**src/rtl/ufeg_pkg.sv**
```systemverilog
package ufeg_pkg;

  // Configuration register map.
  localparam int unsigned CFG_NUM_REGS = 2;
  localparam int unsigned CFG_IDX_W    = $clog2(CFG_NUM_REGS);
  localparam int unsigned CFG_DATA_W   = 8;

  localparam logic [CFG_IDX_W-1:0] CFG_HOLD_MS       = CFG_IDX_W'(0);
  localparam logic [CFG_IDX_W-1:0] CFG_ERROR_SHOW_MS = CFG_IDX_W'(1);

  localparam logic [CFG_DATA_W-1:0] HOLD_MS_RST       = 8'd0;
  localparam logic [CFG_DATA_W-1:0] ERROR_SHOW_MS_RST = 8'd100;

  localparam int unsigned MS_W = 8;

  typedef logic [MS_W-1:0] ms_t;

  typedef struct packed {
    logic ms_tick;
    logic overrun_event;
    logic framing_event;
    logic line_high;
  } in_item_t;

  typedef struct packed {
    logic rx_enable;
    logic error_led;
    logic error_recent;
  } out_item_t;

  typedef struct packed {
    ms_t  ms_count;
    ms_t  last_error_stamp;
    logic recent_flag;
    logic framing_active;
    logic rx_disabled;
    ms_t  last_low_stamp;
  } guard_state_t;

  typedef struct packed {
    ms_t hold_ms;
    ms_t error_show_ms;
  } guard_cfg_t;

endpackage

```
**src/rtl/ufeg_in_if.sv**
```systemverilog
interface ufeg_in_if;
  logic valid;
  logic ready;
  logic ms_tick;
  logic overrun_event;
  logic framing_event;
  logic line_high;

  modport source (
    output valid, ms_tick, overrun_event, framing_event, line_high,
    input  ready
  );

  modport sink (
    input  valid, ms_tick, overrun_event, framing_event, line_high,
    output ready
  );
endinterface

```
**src/rtl/ufeg_out_if.sv**
```systemverilog
interface ufeg_out_if;
  logic valid;
  logic ready;
  logic rx_enable;
  logic error_led;
  logic error_recent;

  modport source (
    output valid, rx_enable, error_led, error_recent,
    input  ready
  );

  modport sink (
    input  valid, rx_enable, error_led, error_recent,
    output ready
  );
endinterface

```
**src/rtl/ufeg_in_stage.sv**
```systemverilog
module ufeg_in_stage (
  input  logic               clk,
  input  logic               rst_n,
  input  logic               in_valid,
  output logic               in_ready,
  input  ufeg_pkg::in_item_t in_item,
  output logic               stg_valid,
  input  logic               stg_take,
  output ufeg_pkg::in_item_t stg_item
);
  import ufeg_pkg::*;

  logic     valid_r;
  logic     valid_nxt;
  in_item_t item_r;

  // The stage can refill in the same cycle that its current transaction moves on.
  assign in_ready  = !valid_r || stg_take;
  assign valid_nxt = (in_valid && in_ready) || (valid_r && !stg_take);

  always_ff @(posedge clk) begin
    if (!rst_n) begin
      valid_r <= 1'b0;
    end else begin
      valid_r <= valid_nxt;
    end
  end

  always_ff @(posedge clk) begin
    if (in_valid && in_ready) begin
      item_r <= in_item;
    end
  end

  assign stg_valid = valid_r;
  assign stg_item  = item_r;
endmodule

```
**src/rtl/ufeg_step.sv**
```systemverilog
module ufeg_step (
  input  ufeg_pkg::guard_state_t st,
  input  ufeg_pkg::guard_cfg_t   cfg,
  input  ufeg_pkg::in_item_t     item,
  output ufeg_pkg::guard_state_t st_nxt,
  output ufeg_pkg::out_item_t    res
);
  import ufeg_pkg::*;

  ms_t  cnt;
  ms_t  since_err;
  ms_t  since_low;
  logic err;
  logic recent;
  logic fa;
  logic dis;
  ms_t  lls;

  always_comb begin
    cnt       = st.ms_count + MS_W'(item.ms_tick);
    since_err = cnt - st.last_error_stamp;
    recent    = st.recent_flag && !(since_err > cfg.error_show_ms);
    err       = item.overrun_event;
    fa        = st.framing_active;
    dis       = st.rx_disabled;
    lls       = st.last_low_stamp;

    if (item.framing_event) begin
      fa  = 1'b1;
      err = 1'b1;
      if (cfg.hold_ms != '0) begin
        dis = 1'b1;
        lls = cnt;
      end
    end

    if (fa) begin
      if (!item.line_high) begin
        err = 1'b1;
      end else begin
        fa = 1'b0;
      end
    end

    since_low = cnt - lls;
    if (dis) begin
      if (!item.line_high) begin
        lls = cnt;
      end else if (since_low > cfg.hold_ms) begin
        dis = 1'b0;
      end
    end

    st_nxt.ms_count         = cnt;
    st_nxt.last_error_stamp = err ? cnt : st.last_error_stamp;
    st_nxt.recent_flag      = recent || err;
    st_nxt.framing_active   = fa;
    st_nxt.rx_disabled      = dis;
    st_nxt.last_low_stamp   = lls;

    res.rx_enable    = !dis;
    res.error_led    = recent || err || dis;
    res.error_recent = recent || err;
  end
endmodule

```
**src/rtl/uart_framing_error_guard_core.sv**
```systemverilog
// Channel  | Direction | Payload                                          | Handshake
// in_ch    | sink      | ms_tick, overrun_event, framing_event, line_high | valid/ready
// out_ch   | source    | rx_enable, error_led, error_recent               | valid/ready
// cfg_*    | sink      | cfg_index selects hold_ms or error_show_ms       | cfg_we only
//
// Each transaction passes through the input register and then the result register. Its
// result is presented on out_ch once it has moved into the result register. One
// transaction per cycle is sustained while out_ch does not stall; the single guard-state
// update per cycle sets that figure.
// Reset (synchronous, rst_n low) clears the guard state and both valid bits and loads
// the register defaults. A stall on out_ch holds the result register and the input
// register fills behind it; in_ch stalls only when both are occupied.
module uart_framing_error_guard_core (
  input  logic                               clk,
  input  logic                               rst_n,
  ufeg_in_if.sink                            in_ch,
  ufeg_out_if.source                         out_ch,
  input  logic                               cfg_we,
  input  logic [ufeg_pkg::CFG_IDX_W-1:0]     cfg_index,
  input  logic [ufeg_pkg::CFG_DATA_W-1:0]    cfg_data
);
  import ufeg_pkg::*;

  // Configuration registers. User must write only while the block is idle (unchecked).
  guard_cfg_t cfg_r;

  always_ff @(posedge clk) begin
    if (!rst_n) begin
      cfg_r.hold_ms       <= HOLD_MS_RST;
      cfg_r.error_show_ms <= ERROR_SHOW_MS_RST;
    end else if (cfg_we) begin
      case (cfg_index)
        CFG_HOLD_MS:       cfg_r.hold_ms       <= cfg_data;
        CFG_ERROR_SHOW_MS: cfg_r.error_show_ms <= cfg_data;
        default: ;
      endcase
    end
  end

  // Input register stage.
  in_item_t in_item;
  in_item_t stg_item;
  logic     stg_valid;
  logic     stg_take;
  logic     out_valid_r;
  logic     out_valid_nxt;

  assign in_item.ms_tick       = in_ch.ms_tick;
  assign in_item.overrun_event = in_ch.overrun_event;
  assign in_item.framing_event = in_ch.framing_event;
  assign in_item.line_high     = in_ch.line_high;

  // A staged transaction moves into the result register when that register is empty
  // or its current result is being taken in this cycle.
  assign stg_take = stg_valid && (!out_valid_r || out_ch.ready);

  ufeg_in_stage u_in_stage (
    .clk       (clk),
    .rst_n     (rst_n),
    .in_valid  (in_ch.valid),
    .in_ready  (in_ch.ready),
    .in_item   (in_item),
    .stg_valid (stg_valid),
    .stg_take  (stg_take),
    .stg_item  (stg_item)
  );

  // Guard state advances exactly once for each transaction, at the moment it
  // moves into the result register.
  guard_state_t st_r;
  guard_state_t st_nxt;
  out_item_t    res;
  out_item_t    out_r;

  ufeg_step u_step (
    .st     (st_r),
    .cfg    (cfg_r),
    .item   (stg_item),
    .st_nxt (st_nxt),
    .res    (res)
  );

  always_ff @(posedge clk) begin
    if (!rst_n) begin
      st_r <= '0;
    end else if (stg_take) begin
      st_r <= st_nxt;
    end
  end

  assign out_valid_nxt = stg_take || (out_valid_r && !out_ch.ready);

  always_ff @(posedge clk) begin
    if (!rst_n) begin
      out_valid_r <= 1'b0;
    end else begin
      out_valid_r <= out_valid_nxt;
    end
  end

  always_ff @(posedge clk) begin
    if (stg_take) begin
      out_r <= res;
    end
  end

  assign out_ch.valid        = out_valid_r;
  assign out_ch.rx_enable    = out_r.rx_enable;
  assign out_ch.error_led    = out_r.error_led;
  assign out_ch.error_recent = out_r.error_recent;
endmodule
```
**src/flat_wrapper.sv**
```systemverilog
// flat-port wrapper written by rule: the top's interface ports become plain ports
module uart_framing_error_guard_core_flat import ufeg_pkg::*;
  (clk, rst_n, cfg_we, cfg_index, cfg_data, in_ch_valid, in_ch_ms_tick, in_ch_overrun_event, in_ch_framing_event, in_ch_line_high, in_ch_ready, out_ch_valid, out_ch_rx_enable, out_ch_error_led, out_ch_error_recent, out_ch_ready);
  ufeg_in_if in_ch_i ();
  ufeg_out_if out_ch_i ();
  input  logic clk;
  input  logic rst_n;
  input  logic cfg_we;
  input  logic [ufeg_pkg::CFG_IDX_W-1:0] cfg_index;
  input  logic [ufeg_pkg::CFG_DATA_W-1:0] cfg_data;
  input wire logic [$bits(in_ch_i.valid)-1:0] in_ch_valid;
  input wire logic [$bits(in_ch_i.ms_tick)-1:0] in_ch_ms_tick;
  input wire logic [$bits(in_ch_i.overrun_event)-1:0] in_ch_overrun_event;
  input wire logic [$bits(in_ch_i.framing_event)-1:0] in_ch_framing_event;
  input wire logic [$bits(in_ch_i.line_high)-1:0] in_ch_line_high;
  output wire logic [$bits(in_ch_i.ready)-1:0] in_ch_ready;
  output wire logic [$bits(out_ch_i.valid)-1:0] out_ch_valid;
  output wire logic [$bits(out_ch_i.rx_enable)-1:0] out_ch_rx_enable;
  output wire logic [$bits(out_ch_i.error_led)-1:0] out_ch_error_led;
  output wire logic [$bits(out_ch_i.error_recent)-1:0] out_ch_error_recent;
  input wire logic [$bits(out_ch_i.ready)-1:0] out_ch_ready;
  assign in_ch_i.valid = in_ch_valid;
  assign in_ch_i.ms_tick = in_ch_ms_tick;
  assign in_ch_i.overrun_event = in_ch_overrun_event;
  assign in_ch_i.framing_event = in_ch_framing_event;
  assign in_ch_i.line_high = in_ch_line_high;
  assign in_ch_ready = in_ch_i.ready;
  assign out_ch_valid = out_ch_i.valid;
  assign out_ch_rx_enable = out_ch_i.rx_enable;
  assign out_ch_error_led = out_ch_i.error_led;
  assign out_ch_error_recent = out_ch_i.error_recent;
  assign out_ch_i.ready = out_ch_ready;
  uart_framing_error_guard_core u_core (.clk(clk), .rst_n(rst_n), .in_ch(in_ch_i), .out_ch(out_ch_i), .cfg_we(cfg_we), .cfg_index(cfg_index), .cfg_data(cfg_data));
endmodule
```
**config.mk**
```make
export PLATFORM = sky130hd
export DESIGN_NAME = uart_framing_error_guard_core_flat
export DESIGN_NICKNAME = d
export VERILOG_FILES = /design/src/rtl/ufeg_pkg.sv /design/src/rtl/ufeg_in_if.sv /design/src/rtl/ufeg_out_if.sv /design/src/rtl/ufeg_in_stage.sv /design/src/rtl/ufeg_step.sv /design/src/rtl/uart_framing_error_guard_core.sv /design/src/flat_wrapper.sv
export SDC_FILE = /design/constraint.sdc
export NUM_CORES = 1
export LEC_CHECK = 0
export ABC_AREA = 1
export BUFFER_PORTS_ARGS = -buffer_cell sky130_fd_sc_hd__buf_4
export CORE_UTILIZATION = 35
export DETAILED_ROUTE_END_ITERATION = 7
export SETUP_SLACK_MARGIN = 0.05
export SLEW_MARGIN = 20
export SYNTH_ARGS = -nofsm -noshare
export SYNTH_HDL_FRONTEND = slang
export SYNTH_SLANG_ARGS = --single-unit
```
**constraint.sdc**
```tcl
create_clock -name clk -period 4.8 [get_ports clk]
set_input_delay 0.96 -clock clk [delete_from_list [all_inputs] [get_ports clk]]
set_output_delay 0.96 -clock clk [all_outputs]
set_load 0.02 [all_outputs]
```
==> impl_metrics.py, run 1 <==
metrics = {
    "timing": {
        "whs_ns": 0.477,
        "max_slew_margin_pct": 42.1,
        "slew_viol_final": 0,
        "worst_pin_slew_ns": 0.865,
        "tns_ns": 0,
        "rsz0062_at_grt": "false",
        "fmax_ghz": 0.286,
        "worst_clock_skew_ns": 0.00771,
        "period_share_pct": 72.7,
        "min_period_ns": 3.49,
        "hold_viol": 0,
        "fin_ws_ns": 1.31,
        "finalSetupViolations": 0,
    },
    "detailed_routing": {
        "drt-vias-per-instance": 4.88,
        "vias": 2833,
        "drc_errors": 4,
        "dr.pass1.iters": 6,
        "drt_iter0_markers": 153,
        "wirelength_microns": 7300,
        "antenna_left": 0,
        "wl_per_cell_microns": 12.6,
    },
    "place": {
        "hpwl_microns": 5690,
        "gp_congestion": 0.788,
        "dp_slack_ns": 1.32,
        "portBuffers": 22,
        "dpl_cell_area_sq_mm": 0.00347,
    },
    "outcome": {
        "status": "complete, but fails checks",
        "violations": "design-rule violations",
    },
    "yosys": {
        "synth_top_area_share_pct": 28.0,
        "synthCells": 453,
        "syn_area_per_cell_sq_um": 7.11,
        "synthSimpleGateAreaFrac_pct": 19.9,
        "synth_xor_area_share_pct": 2.68,
        "yosysTopAreaCell": "dfxtp_1",
        "synth_mux_area_share_pct": 0,
        "synth_nets": 498,
        "ys.warnings.count": 0,
        "netlist_area_sq_mm": 0.00322,
        "ys_ff_latch": 52,
        "synth_top_family_by_area": "compound AO/OA/AOI/OAI gates",
        "synth_compound_area_share_pct": 20.7,
        "yosysSeqAreaShare_pct": 34.5,
        "yosys-top-cells-area": "dfxtp_1, ha_1, inv_1",
        "synth_cell_types": 36,
        "synth_fa_ha_area_share_pct": 10.7,
    },
    "die": {
        "rows": 34,
        "io_pins": 23,
        "die_h_microns": 97.9,
        "die-area_sq_mm": 0.00959,
        "die_x_microns": 97.9,
        "core_region_area_sq_mm": 0.00881,
        "initial_utilization_pct": 36.6,
    },
    "power": {
        "power_density_mw_per_mm2": 323,
        "p_leak_nw": 1.77,
        "power.total_mw": 1.15,
        "max-vdd-ir-drop_mv": 0.117,
    },
    "cells_and_area": {
        "final_common_cell": "inv_1",
        "antenna_cells": 0,
        "stdcell_area_sq_mm": 0.00357,
        "layout.nets": 516,
        "drive_gt1_share_pct": 10.8,
        "syn_to_final_growth_pct": 10.8,
        "mostFrequentLayoutCells": "inv_1, nand2_1, a21oi_1",
    },
    "cts": {
        "clk_latency_ns": 0.32,
        "ctsResizeCount": 0,
        "clk_path_buf_depth": 2,
        "clock_sinks": 52,
        "cts_setup_buffers": 0,
        "cts.reportedPaths.clkPinSlew_ns": 0.11,
        "hold_buffers": 0,
        "cts_tree": "done",
        "numCtsBuffers": 5,
        "h-tree-depth": 2,
        "cts_root_buffer": "clkbuf_8",
    },
    "critical_path": {
        "worstPathArrival_ns": 3.55,
        "critPathLaunchType": "register",
        "path_class": "reg -> reg",
        "crit_path_end_kind": "register",
        "path_max_fanout": 3,
        "required_ns": 4.86,
    },
    "grt": {
        "grt_usage_pct": 16.5,
        "grt_max_degree": 30,
        "grt_pass1_wl_microns": 12800,
        "grt_overflow": 0,
        "antenna_found_initial": 0,
        "grt_pass1_vias": 2759,
    },
    "job": {
        "cap_violations": 0,
    },
    "min_path": {
        "worstHoldPathType": "reg -> reg",
    },
}
-- critical path, stage by stage, from the launching register on --
cell and delay (ns):
dfxtp_1 0.37, ha_1 0.21, nand2_2 0.08, nor2_2 0.13, nand3_1 0.12, inv_1 0.09, nand2_1 0.06, nand2_1 0.10
nand2_1 0.05, o21ai_0 0.11, ha_1 0.32, nand2_1 0.10, inv_1 0.04, a21oi_1 0.19, nand2_1 0.08, nand2_1 0.05
nand2_1 0.05, ha_1 0.31, nand4_1 0.13, nor2_1 0.13, nor2_1 0.04, o21ai_0 0.36, nand3_1 0.11
-- metrics by stage --
stage               utilization (%)  cells
floorplan                         -    453
global placement               39.4    572
detailed placement             39.4    572
CTS                            40.5    580
global route                   40.5    580
finish                         40.5    580
-- power by group --
group / internal (mW) / switching [mW]
sequential: 0.472 / 0.0165
clock: 0.108 / 0.162
combinational: 0.155 / 0.238
total: 0.735 / 0.416
-- sequential cells by signal (all words and copies together) (netlist names) --
signal and flops:
u_core.out_ch.error_recent 1, u_core.out_ch.rx_enable 1, u_core.u_in_stage.stg_item 4, u_core.st_r 27, u_core.out_ch.error_led 1, u_core.out_ch.valid 1, u_core.u_in_stage.stg_valid 1, u_core.cfg_r 16
-- synth_stat cells (all sizes together) --
cell type	number
clkbuf	8
nand4	4
o21ai	53
clkinv	1
dfxtp	45
fa	1
o21a	1
buf	4
nand3b	1
nor3	1
a21oi	54
inv	83
ha	26
o211ai	9
o31ai	1
nand2	86
a211oi	2
or2	2
a221oi	1
o21bai	2
xor2	5
nand3	23
xnor2	4
edfxtp	7
nor2	29
-- worst paths after layout --
| kind | from | endpoint | slack, ns | cells past startpoint |
|---|---|---|---|---|
| min reg2reg | u_core.u_in_stage.stg_valid | u_core.out_ch.valid | 0.48 | 2 |
| max reg2reg | u_core.st_r[19] | u_core.out_ch.error_led | 1.31 | 22 |
| max | u_core.st_r[19] | u_core.out_ch.error_led | 1.31 | 22 |
| min | u_core.u_in_stage.stg_valid | u_core.out_ch.valid | 0.48 | 2 |
-- routing by layer --
metal | wire length (microns) | GRT usage (%) | vias to the layer above
li1 | - | - | 1517
met1 | 3630 | 22.1 | 1275
met2 | 3380 | 27.9 | 36
met3 | 240 | 2.51 | 5
met4 | 57 | 4.20 | 0
met5 | 0 | 0 | -
-- final cells by class --
class / count / area [sq um]
Clock buffer: 5 / 68.8
Clock inverter: 3 / 26.3
Fill cell: 939 / 5240
Inverter: 84 / 315
Multi-Input combinational cell: 305 / 1740
Sequential cell: 52 / 1110
Tap cell: 108 / 135
Timing Repair Buffer: 23 / 173
-- kinds of logic (layout without fill, tap and decap cells) --
logic type               count (synthesis)  in the layout
buffers and inverters                   96            115
flip-flops                              52             52
AO/OA/AOI/OAI                          123            123
adder cells (fa/ha/maj)                 27             27
AND/OR/NAND/NOR                        146            146
XOR/XNOR                                 9              9
Note: power is estimated with default switching activity, not from simulation.
==> run 2, diff against run 1 <==
==> constraint.sdc (replaced) <==
create_clock -name clk -period 3.28 [get_ports clk]
set_input_delay 0.656 -clock clk [delete_from_list [all_inputs] [get_ports clk]]
set_output_delay 0.656 -clock clk [all_outputs]
set_load 0.02 [all_outputs]
==> impl_metrics.py, run 2 (same netlist as run 1, synthesis figures left out) <==
metrics = {
    "die": {
        "io_pins": 23,
        "initial_utilization_pct": 36.6,
        "rows": 34,
        "die-area_sq_mm": 0.00959,
        "core_region_area_sq_mm": 0.00881,
        "die_x_microns": 97.9,
        "die_h_microns": 97.9,
    },
    "place": {
        "dp_slack_ns": -0.0426,
        "portBuffers": 22,
        "gp_congestion": 0.786,
        "hpwl_microns": 5700,
        "dpl_cell_area_sq_mm": 0.00350,
    },
    "cts": {
        "cts.reportedPaths.clkPinSlew_ns": 0.09,
        "numCtsBuffers": 5,
        "cts_root_buffer": "clkbuf_8",
        "clk_latency_ns": 0.30,
        "hold_buffers": 0,
        "clk_path_buf_depth": 2,
        "h-tree-depth": 2,
        "cts_tree": "done",
        "clock_sinks": 52,
    },
    "outcome": {
        "status": "complete, but fails checks",
        "violations": "design-rule violations",
    },
    "detailed_routing": {
        "wl_per_cell_microns": 12.6,
        "drt_iter0_markers": 126,
        "dr.pass1.iters": 6,
        "drt-vias-per-instance": 4.95,
        "antenna_left": 0,
        "wirelength_microns": 7440,
        "vias": 2918,
        "drc_errors": 4,
    },
    "cells_and_area": {
        "mostFrequentLayoutCells": "inv_1, nand2_1, a21oi_1",
        "antenna_cells": 0,
        "layout.nets": 525,
        "largest_reg_flops": 27,
        "drive_gt1_share_pct": 19.1,
        "syn_to_final_growth_pct": 18.7,
        "regMostFlops": "u_core.st_r",
        "final_core_util_pct": 43.4,
        "stdcell_area_sq_mm": 0.00382,
        "final_common_cell": "inv_1",
    },
    "critical_path": {
        "crit_chain": "ha_4 -> nand2_4 -> nor2_4 -> nand2_2 -> nand2_1 -> nand2_2 -> nand2_1 -> o21ai_2 -> ha_4 -> nand2_1 -> nor3_2 -> nand2_1 -> nand3_1 -> nand2_2 -> ha_4 -> nand4_1 -> o31ai_1 -> o21ai_1 -> buf_4",
        "crit_path_end_kind": "register",
        "cpPeakStageDelay_ns": 0.43,
        "worst-path-buf-inv": 1,
        "path_max_fanout": 3,
        "worstPathArrival_ns": 3.19,
        "critPathLaunchType": "register",
        "cp_common_cell": "nand2_1",
        "path_class": "reg -> reg",
        "required_ns": 3.34,
        "critPathTopFamily": "simple AND/OR/NAND/NOR gates",
        "cpMaxStageDelayCell": "edfxtp_1",
    },
    "timing": {
        "max_slew_margin_pct": 58.5,
        "rsz0062_at_grt": "true",
        "finalSetupViolations": 0,
        "worst_pin_slew_ns": 0.621,
        "slew_viol_final": 0,
        "min_period_ns": 3.13,
        "fmax_ghz": 0.319,
        "hold_viol": 0,
        "worst_clock_skew_ns": 0.0103,
        "period_share_pct": 95.5,
        "fin_ws_ns": 0.148,
    },
    "grt": {
        "top_usage_layer": "met2",
        "use_met2_pct": 25.8,
        "grt_max_degree": 30,
        "antenna_found_initial": 0,
        "gr-usage-met1_pct": 20.4,
        "grtUsageMet3_pct": 2.58,
        "grt_overflow": 0,
        "grt_pass1_wl_microns": 12100,
        "grt_usage_pct": 15.6,
        "grt_pass1_vias": 2690,
    },
    "job": {
        "cap_violations": 0,
    },
    "power": {
        "share_comb_of_total_power_pct": 36.1,
        "p_leak_nw": 1.84,
        "pwr-share-seq_pct": 39.9,
        "power_frac_clock_pct": 24.0,
        "power_density_mw_per_mm2": 472,
        "switching_power_mw": 0.614,
        "sw_frac_of_total_pct": 34.0,
        "internal_power_mw": 1.19,
        "max-vdd-ir-drop_mv": 0.278,
    },
    "min_path": {
        "worstHoldPathType": "reg -> reg",
    },
}
==> run 2: layer usage <==
metal / vias to the layer above / wire length, microns
met4: 0 / 229
met3: 15 / 237
met1: 1322 / 3600
met5: - / 0
met2: 52 / 3370
li1: 1529 / -
==> run 2: repair_timing <==
action                     in CTS  in global routing
pin swaps                       2                  9
resized for setup               5                 40
setup endpoints to repair       4                  5
buffers inserted                0                  5
cloned                          0                  0
hold endpoints to repair        0                  0
==> run 2: worst min-delay path: cells and delay by family (launching register included) <==
kind / cells / cell delay [ns]
buffers and inverters: 1 / 0.06
AO/OA/AOI/OAI: 1 / 0.05
flip-flops: 1 / 0.32
==> run 2: power groups by stage <==
| stage | clock network, mW | logic, mW | registers (mW) |
|---|---|---|---|
| 2_1_floorplan | 0 | 0.444 | 0.727 |
| 3_3_place_gp | 0 | 0.572 | 0.729 |
| 3_5_place_dp | 0 | 0.585 | 0.730 |
| 4_1_cts | 0.443 | 0.591 | 0.716 |
| 5_1_grt | 0.468 | 0.757 | 0.726 |
| 6_report | 0.433 | 0.652 | 0.720 |
==> run 2: path summary, 6_finish.rpt <==
check | start | end | slack, ns | depth (start not counted)
setup reg to reg | u_core.u_in_stage.stg_item[3] | u_core.out_ch.rx_enable | 0.15 | 19
hold / removal | u_core.st_r[14] | u_core.st_r[14] | 0.47 | 2
setup / recovery | u_core.u_in_stage.stg_item[3] | u_core.out_ch.rx_enable | 0.15 | 19
hold reg to reg | u_core.st_r[14] | u_core.st_r[14] | 0.47 | 2
==> run 2: area by class of cell <==
class / instances / area (sq um)
Fill cell: 886 / 4980
Multi-Input combinational cell: 305 / 1900
Sequential cell: 52 / 1110
Inverter: 84 / 315
Timing Repair Buffer: 32 / 244
Tap cell: 108 / 135
Clock buffer: 5 / 68.8
Clock inverter: 3 / 42.5
==> run 2: stage by stage <==
stage / TNS (ns) / std cells / total power [mW] / hold WS (ns)
global placement: 0 / 576 / 1.30 / 0.456
global route: -0.267 / 589 / 1.95 / 0.511
CTS: 0 / 584 / 1.75 / 0.472
detailed placement: -0.0549 / 576 / 1.31 / 0.457
floorplan: 0 / 453 / 1.17 / 0.435
finish: 0 / 589 / 1.80 / 0.469
==> run 3, diff against run 2 <==
--- a/config.mk
+++ b/config.mk
@@ -7,7 +7,8 @@
 export LEC_CHECK = 0
 export ABC_AREA = 1
 export BUFFER_PORTS_ARGS = -buffer_cell sky130_fd_sc_hd__buf_4
-export CORE_UTILIZATION = 35
+export CORE_UTILIZATION = 30
+export CTS_BUF_LIST = sky130_fd_sc_hd__clkbuf_4
 export DETAILED_ROUTE_END_ITERATION = 7
 export SETUP_SLACK_MARGIN = 0.05
 export SLEW_MARGIN = 20
==> impl_metrics.py, run 3 (same netlist as run 1, synthesis figures left out) <==
metrics = {
    "outcome": {
        "status": "completed",
    },
    "grt": {
        "grt_pass1_vias": 2831,
        "grt_overflow": 0,
        "grt_max_degree": 30,
        "gr-usage-met1_pct": 19.4,
        "grt_pass1_wl_microns": 13200,
        "grt_usage_pct": 14.9,
        "use_met2_pct": 24.4,
        "top_usage_layer": "met2",
        "antenna_found_initial": 0,
        "grtUsageMet3_pct": 3.15,
    },
    "power": {
        "internal_power_mw": 1.07,
        "pwr-share-seq_pct": 41.6,
        "max-vdd-ir-drop_mv": 0.160,
        "power.total_mw": 1.74,
        "sw_frac_of_total_pct": 38.2,
        "p_leak_nw": 1.88,
        "power_density_mw_per_mm2": 439,
        "share_comb_of_total_power_pct": 40.8,
        "power_frac_clock_pct": 17.6,
        "switching_power_mw": 0.662,
    },
    "place": {
        "portBuffers": 22,
        "dpl_cell_area_sq_mm": 0.00355,
        "dp_slack_ns": -0.0719,
        "hpwl_microns": 6080,
        "gp_congestion": 0.841,
        "dp_cells": 605,
    },
    "timing": {
        "fin_ws_ns": 0.125,
        "hold_viol": 0,
        "fmax_ghz": 0.317,
        "finalSetupViolations": 0,
        "whs_ns": 0.424,
        "period_share_pct": 96.2,
        "worst_clock_skew_ns": 0.0185,
        "slew_viol_final": 0,
        "tns_ns": 0,
        "rsz0062_at_grt": "true",
        "worst_pin_slew_ns": 0.598,
        "min_period_ns": 3.15,
        "max_slew_margin_pct": 59.9,
    },
    "detailed_routing": {
        "drt_iter0_markers": 191,
        "vias": 3013,
        "wirelength_microns": 8420,
        "drc_errors": 0,
        "antenna_left": 0,
        "wl_per_cell_microns": 13.4,
        "dr.pass1.iters": 4,
        "drt-vias-per-instance": 4.80,
    },
    "job": {
        "cap_violations": 0,
    },
    "cells_and_area": {
        "regMostFlops": "u_core.st_r",
        "layout.nets": 536,
        "stdcell_area_sq_mm": 0.00396,
        "largest_reg_flops": 27,
        "final_core_util_pct": 38.2,
        "syn_to_final_growth_pct": 22.8,
        "mostFrequentLayoutCells": "inv_1, nand2_1, a21oi_1",
        "drive_gt1_share_pct": 23.4,
        "final_common_cell": "inv_1",
        "antenna_cells": 0,
        "stdcell_count": 628,
    },
    "cts": {
        "cts_tree": "done",
        "h-tree-depth": 2,
        "hold_buffers": 0,
        "clk_latency_ns": 0.39,
        "clock_sinks": 52,
        "cts_root_buffer": "clkbuf_4",
        "numCtsBuffers": 5,
        "cts.reportedPaths.clkPinSlew_ns": 0.17,
        "clk_path_buf_depth": 2,
    },
    "die": {
        "rows": 37,
        "die_h_microns": 106,
        "die-area_sq_mm": 0.0112,
        "io_pins": 23,
        "die_x_microns": 106,
        "initial_utilization_pct": 31.1,
        "core_region_area_sq_mm": 0.0104,
    },
    "critical_path": {
        "worstPathArrival_ns": 3.34,
        "path_max_fanout": 4,
        "cpPeakStageDelay_ns": 0.43,
        "crit_chain": "ha_4 -> nand2_4 -> nor2_4 -> nand3_4 -> inv_4 -> nand2_4 -> nand2_4 -> clkinvlp_4 -> ha_4 -> inv_2 -> o21bai_1 -> a21oi_2 -> nand2_1 -> nand2_1 -> nand2_2 -> ha_4 -> nand4_1 -> o31ai_1 -> o21ai_1 -> buf_4",
        "critPathLaunchType": "register",
        "path_class": "reg -> reg",
        "cpMaxStageDelayCell": "edfxtp_1",
        "r2r_slack_ns": 0.13,
        "reg2reg_depth": 20,
        "required_ns": 3.46,
        "crit_path_end_kind": "register",
    },
    "min_path": {
        "hold_depth": 1,
        "worstHoldPathType": "in -> reg",
    },
}
run 3: cell count changes in the layout (fill, tap and decap cells not counted), sizes merged:
| cell | delta |
|---|---|
| buf | +11 |
| bufinv | -1 |
| clkinv | +1 |
| clkinvlp | +1 |
| inv | -1 |
run 3: path summary, 6_finish.rpt:
check	endpoint	startpoint
worst min-delay path	u_core.u_in_stage.stg_item[1]	in_ch_framing_event
worst min register to register	u_core.out_ch.valid	u_core.u_in_stage.stg_valid
worst max register to register	u_core.out_ch.rx_enable	u_core.u_in_stage.stg_item[3]
worst max-delay path	u_core.out_ch.rx_enable	u_core.u_in_stage.stg_item[3]
run 3: final cells by class:
class                           instances  area (sq um)
Multi-Input combinational cell        305          1960
Timing Repair Buffer                   43           327
Clock buffer                            5          37.5
Clock inverter                          3          17.5
Sequential cell                        52          1110
Inverter                               84           325
Tap cell                              136           170
Fill cell                            1121          6410
run 3: power by group through the flow:
stage               Sequential, mW  Combinational (mW)  Clock, mW
floorplan                    0.727               0.444          0
global placement             0.729               0.572          0
detailed placement           0.730               0.595          0
CTS                          0.717               0.612      0.317
global route                 0.727               0.801      0.341
finish                       0.722               0.708      0.305
run 3: worst max-delay path: cells and delay by family (launching register included):
family | cells | cell delay [ns]
adder cells (fa/ha/maj) | 3 | 0.73
AO/OA/AOI/OAI | 4 | 0.56
AND/OR/NAND/NOR | 9 | 0.77
flip-flops | 1 | 0.43
buffers and inverters | 4 | 0.44
run 3: timing repair:
action / CTS / global route
pin swaps: 6 / 23
endpoints found under the setup margin: 4 / 5
resized for setup: 6 / 59
buffers inserted: 2 / 13
run 3: layer usage:
metal | vias to the layer above | part of all wire, %
met5 | - | 0
met4 | 0 | 1.8
met3 | 12 | 3.6
met2 | 52 | 48
met1 | 1392 | 47
li1 | 1557 | -
